<file path="config.mk">
export PLATFORM = sky130hd
export DESIGN_NAME = ssc_ram
export DESIGN_NICKNAME = d
export VERILOG_FILES = /design/src/hw/rtl/ssc_ram.sv
export SDC_FILE = /design/constraint.sdc
export NUM_CORES = 1
export LEC_CHECK = 0
export ABC_AREA = 1
export ABC_CLOCK_PERIOD_IN_PS = 2370
export BUFFER_PORTS_ARGS = -buffer_cell sky130_fd_sc_hd__buf_4
export CAP_MARGIN = 20
export CORE_ASPECT_RATIO = 0.9
export CORE_MARGIN = 2
export CORE_UTILIZATION = 45
export CTS_BUF_LIST = sky130_fd_sc_hd__clkbuf_4 sky130_fd_sc_hd__clkbuf_8 sky130_fd_sc_hd__clkbuf_16
export DETAILED_ROUTE_END_ITERATION = 10
export GPL_TIMING_DRIVEN = 0
export HOLD_SLACK_MARGIN = 0.03
export PLACE_DENSITY_LB_ADDON = 0.08
export SKIP_LAST_GASP = 1
export SLEW_MARGIN = 25
export SYNTH_ARGS = -nofsm -noshare
export SYNTH_HDL_FRONTEND = slang
export SYNTH_SLANG_ARGS = --single-unit
</file>
<file path="constraint.sdc">
create_clock -name clk -period 2.37 [get_ports clk]
set_input_delay 0.1185 -clock clk [delete_from_list [all_inputs] [get_ports clk]]
set_output_delay 0.1185 -clock clk [all_outputs]
set_load 0.02 [all_outputs]
</file>
<file path="src/hw/rtl/ssc_ram.sv">
// Generic single-port-write, single-port-read RAM with registered read.
// No dependencies.
`default_nettype none
module ssc_ram #(
  parameter int WIDTH = 8,
  parameter int DEPTH = 64
) (
  input  wire logic                     clk,
  input  wire logic                     we,
  input  wire logic [$clog2(DEPTH)-1:0] waddr,
  input  wire logic [WIDTH-1:0]         wdata,
  input  wire logic [$clog2(DEPTH)-1:0] raddr,
  output logic      [WIDTH-1:0]         rdata
);
  logic [WIDTH-1:0] mem [DEPTH];

  always_ff @(posedge clk) begin
    if (we) begin
      mem[waddr] <= wdata;
    end
    rdata <= mem[raddr];
  end
endmodule
`default_nettype wire

</file>
== Yosys cells after proc, flatten, opt, wreduce, memory -nomap -nowiden ==
Memories as Yosys holds them, arrays and structs flattened. A register that Yosys moved wholly into a read port is not among the register bits.
Index checks and enable logic that the tools add are counted.
Word-level totals
  register bits: 0
  RAM bits: 512
  input port bits: 22
  output and inout bits: 8
  word-level logic and storage cells: 3
  memories: 1
Operators by class
  mux-type cells: 2
Memory list
  mem: words 64, width 8, read ports 1, clocked after memory_dff 1, write ports 1, line 15  | logic [WIDTH-1:0] mem [DEPTH];
Operators by type and width (count)
  $mux W1: 2

== Logic depth before layout (Yosys ltp) ==
  depth after elaboration: 2
  gate-level depth with buffers: 12
  mapped depth without buffers: 9

== Worst setup path before layout ==
OpenSTA, ideal clock, no wires.
  path kind: input port to flip-flop
  start point: in we
  end point: mem mem[48][0], enable pin
  library setup time: 0.395 ns
  arrival time: 1.490 ns
  data required time: 1.975 ns
  path slack: 0.485 ns
  stages: 3
  cell sequence: clkbuf_1 nand4_1 nor4_1
On the way
  cells in the longest elaborated chain, start to end: 2
Ends and longest elaborated chain
  from (decl): line 9  | input wire logic we,
  $mux W1: line 18  | if (we) begin
  $mux W1 (not written as such): line 19  | mem[waddr] <= wdata;
  to (decl): line 15
No other way between the ends.

== Final worst setup path ==
  start point: in waddr[0]
  end point: mem mem[30][4], enable pin
RTL lines
  from (decl): line 10  | input wire logic [$clog2(DEPTH)-1:0] waddr,
Straight into the memory's write port.

==> results.ini <==
[status]
outcome=completed

[pwr]
peakVddDrop_uv=577
p_per_area_nw_per_um2=836
p_leak_uw=0.00877

[detailed_routing]
drt_pass1_iterations=7
num_vias=14400
wl_per_cell_um=25.4
viasPerCell=5.65
wl_um=65000
drtIter0Drc=1874
drtAntennaViolNets=0
route.detailed.drc=0

[timing]
clock_skew_ps=19.6
relSlewSlack_pct=25.9
tightest_slew_ps=1110
period_needed_ps=2260
max_freq_mhz=442
hold_viol=0
rsz0062_at_grt=no
setup_viol=0
post-route-period-util_pct=95.4
finalMaxSlewViolations=0

[setup_path]
crit_slowest_cell=nor2_1
cp-end-kind=flip-flop
path_class=primary input to flip-flop
critPathMaxFanout=9
max_stage_delay_ps=1110
cp_cell_sequence=clkbuf_1 -> inv_1 -> nand4_1 -> nor2_1
cp_data_arrival_time_ps=2470
cp-start-kind=primary input
r2r_slack_ps=860
crit-reg2reg-launch=mem[51][7]
r2r_cells=8
path_delay_family=simple AND/OR/NAND/NOR gates
r2r_end=rdata[7]
crit_buf_inv=2
worst_ep_required_time_ps=2580

[placed_design]
hpwl_um=43000
place_inst=2452
placed_cell_area_um2=22400
gp_congestion=0.962
portBuffers=21

[die]
start_util_pct=45.7
dieArea_um2=49200
fp.dieH_um=211
fp.dieW_um=234
num_io_pins=30
rows=75
core_region_area_um2=46700

[worst_hold_path]
min_to=mem[51][7]
hold_depth=1
worstHoldStart=wdata[7]
hold_path_class=primary input to flip-flop

[cts]
cts_setup_buffers=0
ctsHtreeMaxLevel=2
cts_root_buffer=clkbuf_16
clk_pin_slew_ps=60
tritoncts=built
ctsResizeCount=0
cts_made_buffers=54
clock-sinks=520
clk_latency_ps=610
cts_max_path_buffers=3

[flow_run]
drv_cap=0

[synth]
synth_seq_cells=520
syn-cell-area_um2=21300
synth_area_per_cell_um2=11.8
syn-instance-count=1805
synth-seq-area-share_pct=72.8
syn-num-nets=1827
synth.distinct_cells=16
yosysWarnings=0

[finish]
layout_common_cells=nand2_1, edfxtp_1, nand3_1
nets=1915
final_area_um2=24200
areaGrowthSynthToFinish_pct=13.3
nFillCells=4170
final_common_cell=nand2_1
drive_above_1_share_pct=11.3
instances_no_fill=2553
antenna_cells=0

[global_route]
grt_max_degree=65
overflow=0
antenna_found_initial=1
grt_pass1_vias=13500
grtUsageTotal_pct=27.0
grt_pass1_wl_um=93600

==> sequential cells by signal, summed over array words and instances, names as in the netlist <==
signal	flops
mem	512
rdata	8
==> stage by stage <==
stage                     hold slack (ps)  setup TNS (ps)  power (uW)  setup slack [ps]  utilization (%)
after global placement                530          -46540       11800              -505             47.6
after floorplan                       217               0       11100               485                -
after detailed placement              531          -55400       11800              -462             47.9
final                                94.0               0       20200               108             51.7
after global routing                  114               0       20800               119             51.7
after CTS                             100               0       20300               182             51.7
==> metal layers <==
layer | share of wire [%] | track usage, %
met1 | 45 | 40.9
met2 | 43 | 39.1
met3 | 8.3 | 5.05
met4 | 3.1 | 8.99
met5 | 0.015 | 0
==> final cells by class <==
type | count | area [um2] | share of cell area, %
Clock buffer | 67 | 1470 | 6.07
Sequential cell | 520 | 15500 | 64.3
Tap cell | 616 | 771 | 3.19
Buffer | 113 | 808 | 3.34
Inverter | 12 | 50.0 | 0.207
Clock inverter | 33 | 324 | 1.34
Multi-Input combinational cell | 1160 | 5000 | 20.7
Timing Repair Buffer | 32 | 220 | 0.911
==> worst max-delay path by stage <==
stage | start | end | slack (ps) | cells after the start
final | waddr[0] | mem[30][4] | 110 | 4
after global routing | waddr[0] | mem[30][7] | 120 | 4
after CTS | waddr[0] | mem[30][7] | 180 | 4
after detailed placement | waddr[0] | mem[30][5] | -460 | 4
after global placement | we | mem[54][2] | -500 | 3
after floorplan | we | mem[48][0] | 490 | 3
==> worst register-to-register path: stages (launching register included) <==
cell      delay [ps]
edfxtp_1         370
nand2_1           80
nand3_1           80
nand3_1          190
nand2_1          110
nand2_1           70
nand3_1          100
nand3_1          180
nand2_1          160
==> repair_timing <==
action,CTS,global route
setup endpoints to repair,0,0
hold endpoints to repair,7,0
hold buffers,1,0
==> kinds of logic after synthesis <==
kind of cell / synth area share, %
AND/OR/NAND/NOR: 23.2
buffers and inverters: 4.02
flip-flops: 72.8
==> synthesized netlist by cell type <==
cell | number | area [um2]
nand2_1 | 648 | 2430
buf_8 | 2 | 30.0
buf_4 | 14 | 105
inv_6 | 1 | 8.76
nand4_1 | 9 | 56.3
nor2_1 | 56 | 210
buf_2 | 37 | 185
inv_1 | 10 | 37.5
clkbuf_1 | 15 | 56.3
edfxtp_1 | 512 | 15400
buf_1 | 10 | 37.5
dfxtp_1 | 8 | 160
nor4_1 | 8 | 50.1
nand3_1 | 439 | 2200
buf_6 | 35 | 394
inv_2 | 1 | 3.75
==> power by group <==
group	internal [uW]	switching (uW)	leakage, uW	total [uW]
clock	5040	3550	0.000886	8590
combinational	362	1060	0.00321	1420
sequential	10200	18.5	0.00467	10200
No activity file was read; power rests on OpenSTA's default activity.
